==> src/rtl/assert_macros.svh <==
// Assertion macros for the page allocator RTL.
`ifndef ASSERT_MACROS_SVH
`define ASSERT_MACROS_SVH
`ifndef NO_ASSERTIONS
`define DCPA_ASSERT_IMP(lbl, ante, cons, msg) \
    lbl: assert property (@(posedge i_clk) disable iff (!i_rst_n) (ante) |-> (cons)) \
        else $error(msg);
`define DCPA_ASSERT_NXT(lbl, ante, cons, msg) \
    lbl: assert property (@(posedge i_clk) disable iff (!i_rst_n) (ante) |=> (cons)) \
        else $error(msg);
`else
`define DCPA_ASSERT_IMP(lbl, ante, cons, msg)
`define DCPA_ASSERT_NXT(lbl, ante, cons, msg)
`endif
`endif

==> src/rtl/dcpa_pkg.sv <==
// Shared types and codes for the contiguous page allocator.
package dcpa_pkg;

    typedef enum logic [1:0] {
        K_ALLOC = 2'd0,
        K_USED  = 2'd1,
        K_FREE  = 2'd2,
        K_NONE  = 2'd3
    } t_kind;

    typedef enum logic [2:0] {
        S_CLEAR,
        S_IDLE,
        S_MODA_GO,
        S_MODA_WAIT,
        S_MODB_GO,
        S_MODB_WAIT,
        S_SCAN,
        S_FILL
    } t_state;

    typedef struct packed {
        logic start;
    } t_mod_ctl;

    typedef struct packed {
        logic        done;
        logic [31:0] rem;
    } t_mod_sts;

endpackage

==> src/rtl/dcpa_modu.sv <==
// Bit-serial remainder of a constant dividend by a 32-bit divisor.
module dcpa_modu #(
    parameter int DIVIDEND = 4096
) (
    input  logic                 i_clk,
    input  logic                 i_rst_n,
    input  dcpa_pkg::t_mod_ctl   i_ctl,
    input  logic [31:0]          i_div,
    output dcpa_pkg::t_mod_sts   o_sts
);
    import dcpa_pkg::*;

    localparam int DW = $clog2(DIVIDEND) + 1;
    localparam int CW = $clog2(DW + 1);
    localparam logic [DW-1:0] NUMER = DW'(DIVIDEND);

    logic [DW-1:0] r_num;
    logic [31:0]   r_rem;
    logic [CW-1:0] r_cnt;
    logic          r_done;
    logic [32:0]   trial;

    always_comb begin
        trial = {r_rem, r_num[DW-1]};
        if (trial >= {1'b0, i_div}) begin
            trial = trial - {1'b0, i_div};
        end
    end

    always_ff @(posedge i_clk) begin
        if (!i_rst_n) begin
            r_cnt  <= '0;
            r_done <= 1'b0;
        end else begin
            r_done <= 1'b0;
            if (i_ctl.start) begin
                r_num <= NUMER;
                r_rem <= '0;
                r_cnt <= CW'(DW);
            end else if (r_cnt != '0) begin
                // one dividend bit per cycle, MSB first
                r_num <= r_num << 1;
                r_rem <= trial[31:0];
                r_cnt <= r_cnt - 1'b1;
                r_done <= (r_cnt == CW'(1));
            end
        end
    end

    assign o_sts.done = r_done;
    assign o_sts.rem  = r_rem;
endmodule
==> config.mk <==
export PLATFORM = sky130hd
export DESIGN_NAME = dcpa_modu
export DESIGN_NICKNAME = d
export VERILOG_FILES = /design/src/rtl/assert_macros.svh /design/src/rtl/dcpa_pkg.sv /design/src/rtl/dcpa_modu.sv
export SDC_FILE = /design/constraint.sdc
export NUM_CORES = 1
export LEC_CHECK = 0
export BUFFER_PORTS_ARGS = -buffer_cell sky130_fd_sc_hd__buf_2
export CAP_MARGIN = 40
export CELL_PAD_IN_SITES_DETAIL_PLACEMENT = 0
export CELL_PAD_IN_SITES_GLOBAL_PLACEMENT = 1
export CORE_MARGIN = 2
export CORE_UTILIZATION = 46
export DETAILED_ROUTE_END_ITERATION = 10
export GPL_TIMING_DRIVEN = 1
export PLACE_DENSITY = 0.88
export SLEW_MARGIN = 20
export SYNTH_ARGS = -nofsm -noshare
export SYNTH_HDL_FRONTEND = slang
export SYNTH_SLANG_ARGS = --single-unit
==> constraint.sdc <==
create_clock -name i_clk -period 7.2 [get_ports i_clk]
set_input_delay 0.72 -clock i_clk [delete_from_list [all_inputs] [get_ports i_clk]]
set_output_delay 0.72 -clock i_clk [all_outputs]
set_load 0.02 [all_outputs]
; Word level (Yosys, flattened, before mapping)
; Cells that the tools add are included.
[op_classes]
n_addsub = 2
order_cmp = 1
n_eq_ne = 1
muxes = 5
bitwise = 2
n_reduce_logical = 5
[op_table]
columns = cell, n
row1 = $mux 32, 2
row2 = $ge 33x32->1, 1
row3 = $sub 32x32->32, 1
row4 = $mux 13, 1
row5 = $mux 4, 2
row6 = $eq 4x1->1 const B, 1
row7 = $reduce_bool 4->1, 1
row8 = $sub 4x1->4 const B, 1
row9 = $reduce_or 3->1, 1
row10 = $not 1->1, 2
row11 = $reduce_and 2->1, 1
row12 = $reduce_bool 2->1, 1
row13 = $reduce_or 2->1, 1
[totals]
register_bits = 38
output_inout_bits = 33
word_cells = 21

; Depth between registers and ports, before layout
; Gate-level depths: netlist of the first run.
[depth]
ltp_word = 3
mapped_depth = 15
ltp_nobuf = 13

; Least setup slack after synthesis of the first run
; Ideal clock, no wire load.
[synth_path]
path_type = in2reg
startpoint = input i_div[17]
endpoint = register r_rem[10], data pin
setup_ns = 0.266
t_arrival_ns = 2.923
required_time_ns = 6.934
path_slack_ns = 4.011
cell_stages = 14
n_path_buf = 3
path_cell_list = inv_1 > ha_1 > buf_4 > and3_4 > nand3_2 > or4b_1 > o31ai_1 > nor3_4 > a211oi_2 > nand2b_1 > buf_4 > buf_6 > mux2i_1 > nor2_1
[synth_between]
elab_chain_cells = 3
[synth_rtl]
columns = element, line_no
row1 = start: declaration, dcpa_modu.sv:8  ; input logic [31:0] i_div,
row2 = $ge 33x32->1, dcpa_modu.sv:25  ; if (trial >= {1'b0, i_div}) begin
row3 = $mux 32, dcpa_modu.sv:25
row4 = $mux 32, dcpa_modu.sv:40  ; end else if (r_cnt != '0) begin
row5 = end signal: assignment, dcpa_modu.sv:43  ; r_rem <= trial[31:0];
row6 = end: declaration, dcpa_modu.sv:18  ; logic [31:0] r_rem;
; No other way between the ends. The select of a mux whose other input is x is not followed.
; A chain may end at the register's enable or synchronous reset.

; Final worst setup path of the first run
[layout_path]
startpoint = input i_div[16]
endpoint = register r_rem[18], data pin
[layout_between]
elab_chain_cells = 3
elab_cells_between_ends = 4
classes_between = 1 x add/sub / 1 x order compare / 2 x mux
[layout_rtl]
columns = element, line_no
row1 = $sub 32x32->32 / $ge 33x32->1 (equally long branches), "dcpa_modu.sv:26, dcpa_modu.sv:25"
row2 = $mux 32 (*), dcpa_modu.sv:25
row3 = $mux 32 (*), dcpa_modu.sv:40
; Mark *: on every way between the ends. The rest lies on a longest branch, timed or not. The select of a mux whose other input is x is not followed.

==> impl_metrics.ini, run 1 <==
[timing]
slew_headroom = 0.552
clock.fmax_mhz = 282
clock_skew_ns = 0.00504
rsz0062_at_grt = false
drv_slew = 0
final-setup-viol-count = 0
period_share = 0.493
tns_ns = 0
worst_pin_slew_ns = 0.672
hold_violations = 0
layout_setup_ws_ns = 3.65
timing.hold.ws_ns = 0.507
min_period_ns = 3.55

[die]
core_um2 = 7330
die_h_um = 91.6
die-area_um2 = 8400
start_util = 0.482
die_w_um = 91.6
ios = 68
row_count = 31

[routing]
viasPerCell = 5.33
dr.pass1.iters = 4
drtAntennaViolNets = 0
wl_per_cell_um = 13.7
drc = 0
dr.max_layer_used = met4
wl_met3_um = 338
vias = 2996
wl_met2_um = 3540
wirelength_um = 7680
drt-initial-drc-count = 121
wl_met1_um = 3750

[critical_path]
critPathArrivalTime_ns = 3.70
slowest_stage = or4b_1
crit_buf_inv = 3
r2r_slack_ns = 3.72
cp_cell_sequence = buf_2 > inv_1 > ha_1 > and3_4 > nand3_2 > or4b_1 > o31ai_1 > nor3_4 > a211oi_2 > nand2b_2 > buf_12 > mux2_2 > nor2_1
cp-start-kind = input pin
worstSetupPathDepth = 13
r2r-start = r_rem[15]$_SDFFCE_PP0P_
rr_worst_depth = 11
endpoint = r_rem[18]$_SDFFCE_PP0P_
startpoint = i_div[16]
crit_path_max_incr_delay_ns = 0.51
criticalPathCategory = in -> reg
cp.required_ns = 7.35
cp-end-kind = flip-flop
r2r_end = r_rem[18]$_SDFFCE_PP0P_
crit_fanout = 23
crit_family = simple AND/OR/NAND/NOR gates

[hold_path]
hp-class = reg -> reg

[synthesis]
synth.top_cell.area_share = 0.281
avgSynthCellArea_um2 = 8.81
ys.flop_type = edfxtp_1
synthArstFlopShare = 0
yosys.area.top_type = edfxtp_1
synth.area.top_cells = edfxtp_1 (28%), ha_1 (12%), mux2i_1 (6.5%)
synth-seq-area-share = 0.309
synth_seq_cells = 38
syn_inst = 401
synth_edf_count = 33
syn-cell-area_um2 = 3530
synth_warnings = 0
ys_types = 57
synth_nets = 471

[global_route]
overflow = 0
grt_pass1_wl_um = 13000
grt_pass1_vias = 2880
track_usage = 0.188
antenna_found_initial = 0
grt_max_degree = 37

[power]
vdd_drop_max_uv = 101
power_density_nw_per_um2 = 250
seqPwrFrac = 0.313
pwr-share-comb = 0.510
p_leak_nw = 1.92
netSwitchingPower_mw = 0.413
p_clk_frac = 0.178
p_int_mw = 0.594
design_power_total_mw = 1.01
netSwitchingFraction = 0.410

[final_layout]
antenna_cells = 0
fin_cells = 562
regArea_um2 = 1090
fin_nets = 532
fillCellCount = 727
design_area_um2 = 4020
drive_above_1_share = 0.188
final_common_cell = buf_2
utilization = 0.549
multi_input_area_um2 = 2150
syn2layout_area_growth_pct = 13.9
final_cell_mix = buf_2 (67), inv_1 (45), nor2_1 (44)

[cts]
clock_sinks = 38
cts_max_path_buffers = 2
h-tree-depth = 2
cts_resized = 0
hold_buffers = 0
clock_latency_ns = 0.30
post_cts_buffers = 0
cts_buffers = 5
clock-root-buffer = clkbuf_8
tritoncts = yes
path_clk_slew_ns = 0.09

[placement]
dpl.hpwl_um = 5880
place_congestion = 0.864
placed_cell_area_um2 = 3900
dp_cells = 553
dp_slack_ns = 3.33
portBuffers = 67

[run_status]
outcome = finished, final reports clean

[job]
maxCapViolCount = 0
## synthesized netlist by cell type, types with 5 or more instances
cell type / count
mux2i_1: 23
xnor2_1: 18
nor2_1: 44
xor2_1: 10
edfxtp_1: 33
a21o_1: 12
inv_1: 45
nand2b_1: 5
o211ai_1: 5
a21oi_1: 33
nand2_1: 26
nand3_1: 6
or3_1: 5
a211oi_1: 10
o21ai_0: 13
ha_1: 34
dfxtp_1: 5
## cell type report
cell class,instances,area share
tap,99,0.0308
multi-input combinational,302,0.535
clock inverter,2,0.00373
sequential,38,0.271
clock buffer,6,0.0233
timing repair buffer,70,0.0939
inverter,45,0.0420
## logic make-up (layout without fill, tap and decap cells)
kind of cell / Yosys count / after routing / share of synthesized area
XOR/XNOR: 28 / 28 / 0.0694
AND/OR/NAND/NOR: 108 / 108 / 0.146
multiplexers: 24 / 24 / 0.0684
adder cells (fa/ha/maj): 35 / 35 / 0.126
AO/OA/AOI/OAI: 107 / 107 / 0.198
flip-flops: 38 / 38 / 0.309
buffers and inverters: 61 / 123 / 0.0825
## layer usage
| metal | vias up | track usage |
|---|---|---|
| met5 | - | 0 |
| met4 | 0 | 0.0480 |
| met3 | 4 | 0.0345 |
| met2 | 56 | 0.300 |
| met1 | 1374 | 0.264 |
| li1 | 1562 | - |
## worst register-to-register path, delay by kind of cell, from the launching register on
kind	cells	cell delay, ns
AOI/OAI and AO/OA	2	0.33
adders and majority gates	1	0.45
buffers and inverters	1	0.26
DFF	1	0.42
muxes	1	0.35
and+or+nand+nor	6	1.50
## how the worst min path moves through the flow
stage	startpoint	to	slack (ns)	cells after the start
2_1_floorplan	r_cnt[2]$_SDFFE_PN0N_	r_done$_SDFF_PP0_	0.46	1
3_3_place_gp	r_cnt[2]$_SDFFE_PN0N_	r_done$_SDFF_PP0_	0.49	1
3_5_place_dp	r_cnt[1]$_SDFFE_PP0N_	r_cnt[1]$_SDFFE_PP0N_	0.50	2
4_1_cts	r_cnt[1]$_SDFFE_PP0N_	r_cnt[1]$_SDFFE_PP0N_	0.51	2
5_1_grt	r_cnt[3]$_SDFFE_PN0N_	r_done$_SDFF_PP0_	0.55	1
6_report	r_cnt[1]$_SDFFE_PP0N_	r_cnt[1]$_SDFFE_PP0N_	0.51	2
## power groups by stage
stage                     sequential (mW)  combinational, mW  clock (mW)
after floorplan                     0.352              0.379           0
after global placement              0.319              0.501           0
after detailed placement            0.321              0.511           0
after CTS                           0.316              0.514       0.182
after global routing                0.321              0.575       0.192
final                               0.315              0.513       0.179
## flip-flops by register name (all words and copies together) (netlist names)
name	count
r_cnt	4
r_rem	32
r_num	1
r_done	1
No activity file was read; power rests on OpenSTA's default activity.
==> run 2, diff against run 1 <==
- CORE_UTILIZATION: 46 -> 38
- PLACE_DENSITY: 0.88 -> 0.78
- clock period: 7.2 -> 3 ns (I/O delays scaled with it)
==> run 2 against run 1 <==
Final area up 13%. Clock skew up 0.0042 ns. Combinational power rose to 3.0 times the previous value. Via count up 7.9%. Non-clock buffer count up 37. Final cell count up 8.7%. Critical path depth down 2. First-iteration DRC count down 12%. Utilization down 4.8 points. Count of clock-buffer cells in the layout up 2. Clock power up 140%. Die area up 20%. Critical path type is now reg -> reg.
==> impl_metrics.ini, run 2 (same netlist as run 1, synthesis figures left out) <==
[run_status]
outcome = finished, final reports clean

[die]
die_h_um = 100
die_w_um = 100
start_util = 0.388
row_count = 35
core_um2 = 9110
die-area_um2 = 10100
ios = 68

[global_route]
grt_pass1_wl_um = 14500
antenna_found_initial = 0
overflow = 0
grt_max_degree = 36
grt_pass1_vias = 3127
track_usage = 0.178

[timing]
timing.hold.ws_ns = 0.277
slew_headroom = 0.610
rsz0062_at_grt = true
drv_slew = 0
hold_violations = 0
final-setup-viol-count = 0
clock.fmax_mhz = 336
worst_pin_slew_ns = 0.578
clock_skew_ns = 0.00920
period_share = 0.993
tns_ns = 0
min_period_ns = 2.98

[final_layout]
fillCellCount = 896
regMostFlops = r_rem
reg_top3 = r_rem (32), r_cnt (4)
syn2layout_area_growth_pct = 29.2
drive_above_1_share = 0.284
largest_reg_flops = 32
fin_cells = 611
final_common_cell = buf_2
final_cell_mix = buf_2 (67), inv_1 (45), nor2_1 (43)
fin_nets = 569
antenna_cells = 0

[hold_path]
hp-class = in -> reg

[cts]
path_clk_slew_ns = 0.08
hold_buffers = 0
cts_buffers = 5
clock_latency_ns = 0.30
h-tree-depth = 2
clock_sinks = 38
tritoncts = yes
clock-root-buffer = clkbuf_8
cts_max_path_buffers = 2

[placement]
dp_cells = 590
place_congestion = 0.844
dpl.hpwl_um = 6590
portBuffers = 67

[routing]
drt-initial-drc-count = 107
wl_per_cell_um = 15.2
drc = 0
vias = 3232
viasPerCell = 5.29
dr.pass1.iters = 4
wirelength_um = 9310
drtAntennaViolNets = 0

[job]
maxCapViolCount = 0

[critical_path]
criticalPathCategory = reg -> reg
crit_fanout = 10
cp-end-kind = flip-flop
cp-start-kind = flip-flop
cp.required_ns = 3.05
critPathArrivalTime_ns = 3.03
r2r_slack_ns = 0.02

[power]
vdd_drop_max_uv = 224
power_density_nw_per_um2 = 596
p_leak_nw = 2.16
design_power_total_mw = 2.72
-- run 2: changes by cell type in the layout (fill, tap and decap cells not counted), sizes merged --
cell,before,now
buf,70,103
clkbuf,6,12
clkinvlp,2,0
-- run 2: what timing repair did --
item / CTS / global route
setup buffers: 0 / 9
pin swaps: 3 / 14
gates cloned: 0 / 4
gates resized for setup: 4 / 23
setup endpoints to repair: 4 / 32
-- run 2: metal layers --
layer  routed length (um)  GRT usage  vias up
li1                     -          -     1633
met1                 4350      0.242     1520
met2                 4460      0.294       71
met3                  382     0.0279        8
met4                  111     0.0485        0
met5                    0          0        -
-- run 2: through the flow --
stage,instance area [um^2],utilization,worst slack [ns]
final,4560,0.501,0.0208
after floorplan,3530,-,0.00890
after CTS,4250,0.466,0.00666
after global routing,4560,0.501,-0.139
after global placement,4110,0.452,-0.102
after detailed placement,4110,0.452,-0.105
-- run 2: worst paths after layout --
kind,start,to,depth (start not counted)
hold / removal,i_rst_n,r_cnt[2]$_SDFFE_PN0N_,2
setup reg to reg,r_rem[17]$_SDFFCE_PP0P_,r_rem[17]$_SDFFCE_PP0P_,11
hold reg to reg,r_cnt[2]$_SDFFE_PN0N_,r_done$_SDFF_PP0_,1
setup / recovery,r_rem[17]$_SDFFCE_PP0P_,r_rem[17]$_SDFFCE_PP0P_,11
-- run 2: layout make-up --
cell class	count	area, um^2	share of cell area
clock buffers	8	110	0.0241
inverters	45	169	0.0370
multi-input cells	302	2320	0.509
flip-flops and latches	38	1090	0.239
well taps	111	139	0.0304
repair buffers	107	731	0.160
-- run 2: where the power goes --
part,total [mW],leakage [nW],switching (mW),internal [mW]
clock,0.436,0.0575,0.203,0.233
sequential,0.764,0.373,0.0721,0.691
combinational,1.52,1.73,0.812,0.711
-- run 2: critical path, cell delays in order, from the launching register on --
cell and delay, ns:
edfxtp_1 0.46, ha_4 0.30, and3_4 0.21, nand3_4 0.08
or4b_4 0.50, o31ai_4 0.08, nor3_4 0.07, a211oi_2 0.26
nand2b_4 0.29, clkbuf_16 0.21, mux2i_1 0.20, nor2_1 0.05
==> run 3, diff against run 2 <==
- ABC_AREA: not set -> 1
- CORE_UTILIZATION: 38 -> 36
- TNS_END_PERCENT: not set -> 1
==> run 3 against run 2 <==
Clock power is 43% higher. First-iteration DRC count increased to 2.5 times the previous value. Register-to-register slack gained 0.25 ns. Sequential power is 4.2% lower. Count of clock-buffer cells in the layout fell by 2. Maximum frequency rose by 9.3%. Total power increased by 2.5%. Combinational power is 6% lower. Final area is 17% higher.
==> impl_metrics.ini, run 3 <==
[hold_path]
hp-class = in -> reg

[routing]
wl_met3_um = 556
wl_met1_um = 6830
wirelength_um = 13300
wl_met2_um = 5720
dr.pass1.iters = 5
dr.max_layer_used = met4
drt-initial-drc-count = 269
drtAntennaViolNets = 0
vias = 4585
viasPerCell = 4.44
drc = 0
wl_per_cell_um = 12.9

[synthesis]
yosys.area.top_type = nand2_1
syn-cell-area_um2 = 4640
synth_edf_count = 33
yosysMostFrequentCell = nand2_1
synth-seq-area-share = 0.235
ys.flop_type = edfxtp_1
synthArstFlopShare = 0
synth.area.top_cells = nand2_1 (23%), edfxtp_1 (21%), inv_1 (14%)
synth.top_cell.area_share = 0.227
avgSynthCellArea_um2 = 5.87
synth_seq_cells = 38
syn_inst = 790
yosys-top-cells-count = nand2_1 (281), inv_1 (174), nor2_1 (108), nand3_1 (41), ha_1 (34)
synth_nets = 860
ys_types = 31
synth_warnings = 0

[timing]
drv_slew = 0
hold_violations = 0
final-setup-viol-count = 0
period_share = 0.909
clock.fmax_mhz = 367
timing.hold.ws_ns = 0.261
worst_pin_slew_ns = 0.753
clock_skew_ns = 0.0153
rsz0062_at_grt = false
slew_headroom = 0.498
layout_setup_ws_ns = 0.274
min_period_ns = 2.73
tns_ns = 0

[final_layout]
fin_cells = 1032
drive_above_1_share = 0.119
regArea_um2 = 1090
fillCellCount = 1448
fin_nets = 929
final_common_cell = nand2_1
multi_input_area_um2 = 2770
reg_top3 = r_rem (32), r_cnt (4)
regMostFlops = r_rem
antenna_cells = 0
syn2layout_area_growth_pct = 14.6
final_cell_mix = nand2_1 (281), inv_1 (174), nor2_1 (108)
largest_reg_flops = 32
utilization = 0.421

[cts]
tritoncts = yes
clock_latency_ns = 0.31
clock-root-buffer = clkbuf_16
cts_resized = 0
path_clk_slew_ns = 0.08
clock_sinks = 38
cts_buffers = 5
cts_max_path_buffers = 2
post_cts_buffers = 0
h-tree-depth = 2
hold_buffers = 0

[placement]
dp_cells = 1024
place_congestion = 0.891
dpl.hpwl_um = 10500
dp_slack_ns = 0.236
portBuffers = 67

[job]
maxCapViolCount = 0

[die]
row_count = 41
core_um2 = 12600
die_h_um = 118
die-area_um2 = 13800
die_w_um = 118
ios = 68
start_util = 0.368

[critical_path]
critPathArrivalTime_ns = 2.89
cp-end-kind = flip-flop
criticalPathCategory = reg -> reg
cp.required_ns = 3.16
crit_fanout = 16
cp-start-kind = flip-flop

[global_route]
grt_pass1_wl_um = 21900
grt_max_degree = 35
grt_pass1_vias = 4372
track_usage = 0.197
antenna_found_initial = 0
overflow = 0

[power]
power_density_nw_per_um2 = 524
vdd_drop_max_uv = 219
p_leak_nw = 3.18

[run_status]
outcome = finished, final reports clean
==> run 3: cell count changes after synthesis, sizes merged, moves of 16 or more <==
| cell | previous run | this run |
|---|---|---|
| nand2 | 26 | 284 |
| inv | 45 | 178 |
| nor2 | 44 | 111 |
| nand3 | 7 | 46 |
| mux2i | 23 | 0 |
| xnor2 | 18 | 1 |
| nand3b | 1 | 17 |
==> run 3: final timing paths <==
| kind | startpoint | end | slack [ns] | cells after the start |
|---|---|---|---|---|
| max | r_rem[19]$_SDFFCE_PP0P_ | r_rem[9]$_SDFFCE_PP0P_ | 0.27 | 13 |
| min | i_ctl | r_num[12]$_SDFFCE_PP1P_ | 0.26 | 1 |
| max reg2reg | r_rem[19]$_SDFFCE_PP0P_ | r_rem[9]$_SDFFCE_PP0P_ | 0.27 | 13 |
| min reg2reg | r_cnt[3]$_SDFFE_PN0N_ | r_cnt[2]$_SDFFE_PN0N_ | 0.49 | 2 |
==> run 3: power by group <==
part           switching, mW  leakage (nW)  internal (mW)  total [mW]
Combinational          0.946          2.73          0.487        1.43
Sequential            0.0522         0.372          0.679       0.732
Clock                  0.265        0.0742          0.360       0.624
==> run 3: worst max-delay path, stage by stage (launching register included) <==
cell,delay [ns]
edfxtp_1,0.42
ha_1,0.36
nand2_1,0.13
inv_1,0.07
nand2_1,0.06
nand2_1,0.07
nand2_1,0.07
nand2_1,0.08
nand2_1,0.08
nand3_2,0.10
a21oi_2,0.57
buf_4,0.37
nor2_1,0.08
nor2_1,0.10
==> run 3: cells by family after synthesis <==
kind of cell / count (synthesis) / synth area share
buffers and inverters: 192 / 0.169
AO/OA/AOI/OAI: 31 / 0.0369
adder cells (fa/ha/maj): 35 / 0.0960
AND/OR/NAND/NOR: 480 / 0.437
flip-flops: 38 / 0.235
XOR/XNOR: 14 / 0.0264
==> run 3: final cells by class <==
type,count,share of cell area
multi-input cells,560,0.520
flip-flops and latches,38,0.205
inverters,179,0.126
repair buffers,75,0.0767
well taps,172,0.0405
clock buffers,6,0.0282
clock inverters,2,0.00282
==> run 3: per-stage QoR <==
stage | power [mW] | area (um^2)
6_report | 2.79 | 5320
2_1_floorplan | 1.81 | 4640
3_5_place_dp | 2.17 | 5150
4_1_cts | 2.81 | 5320
3_3_place_gp | 2.18 | 5150
5_1_grt | 3.04 | 5320
==> run 3: layer usage <==
metal,track usage,vias to the layer above
met4,0.0467,0
met5,0,-
met3,0.0315,12
li1,-,2502
met2,0.314,97
met1,0.280,1974
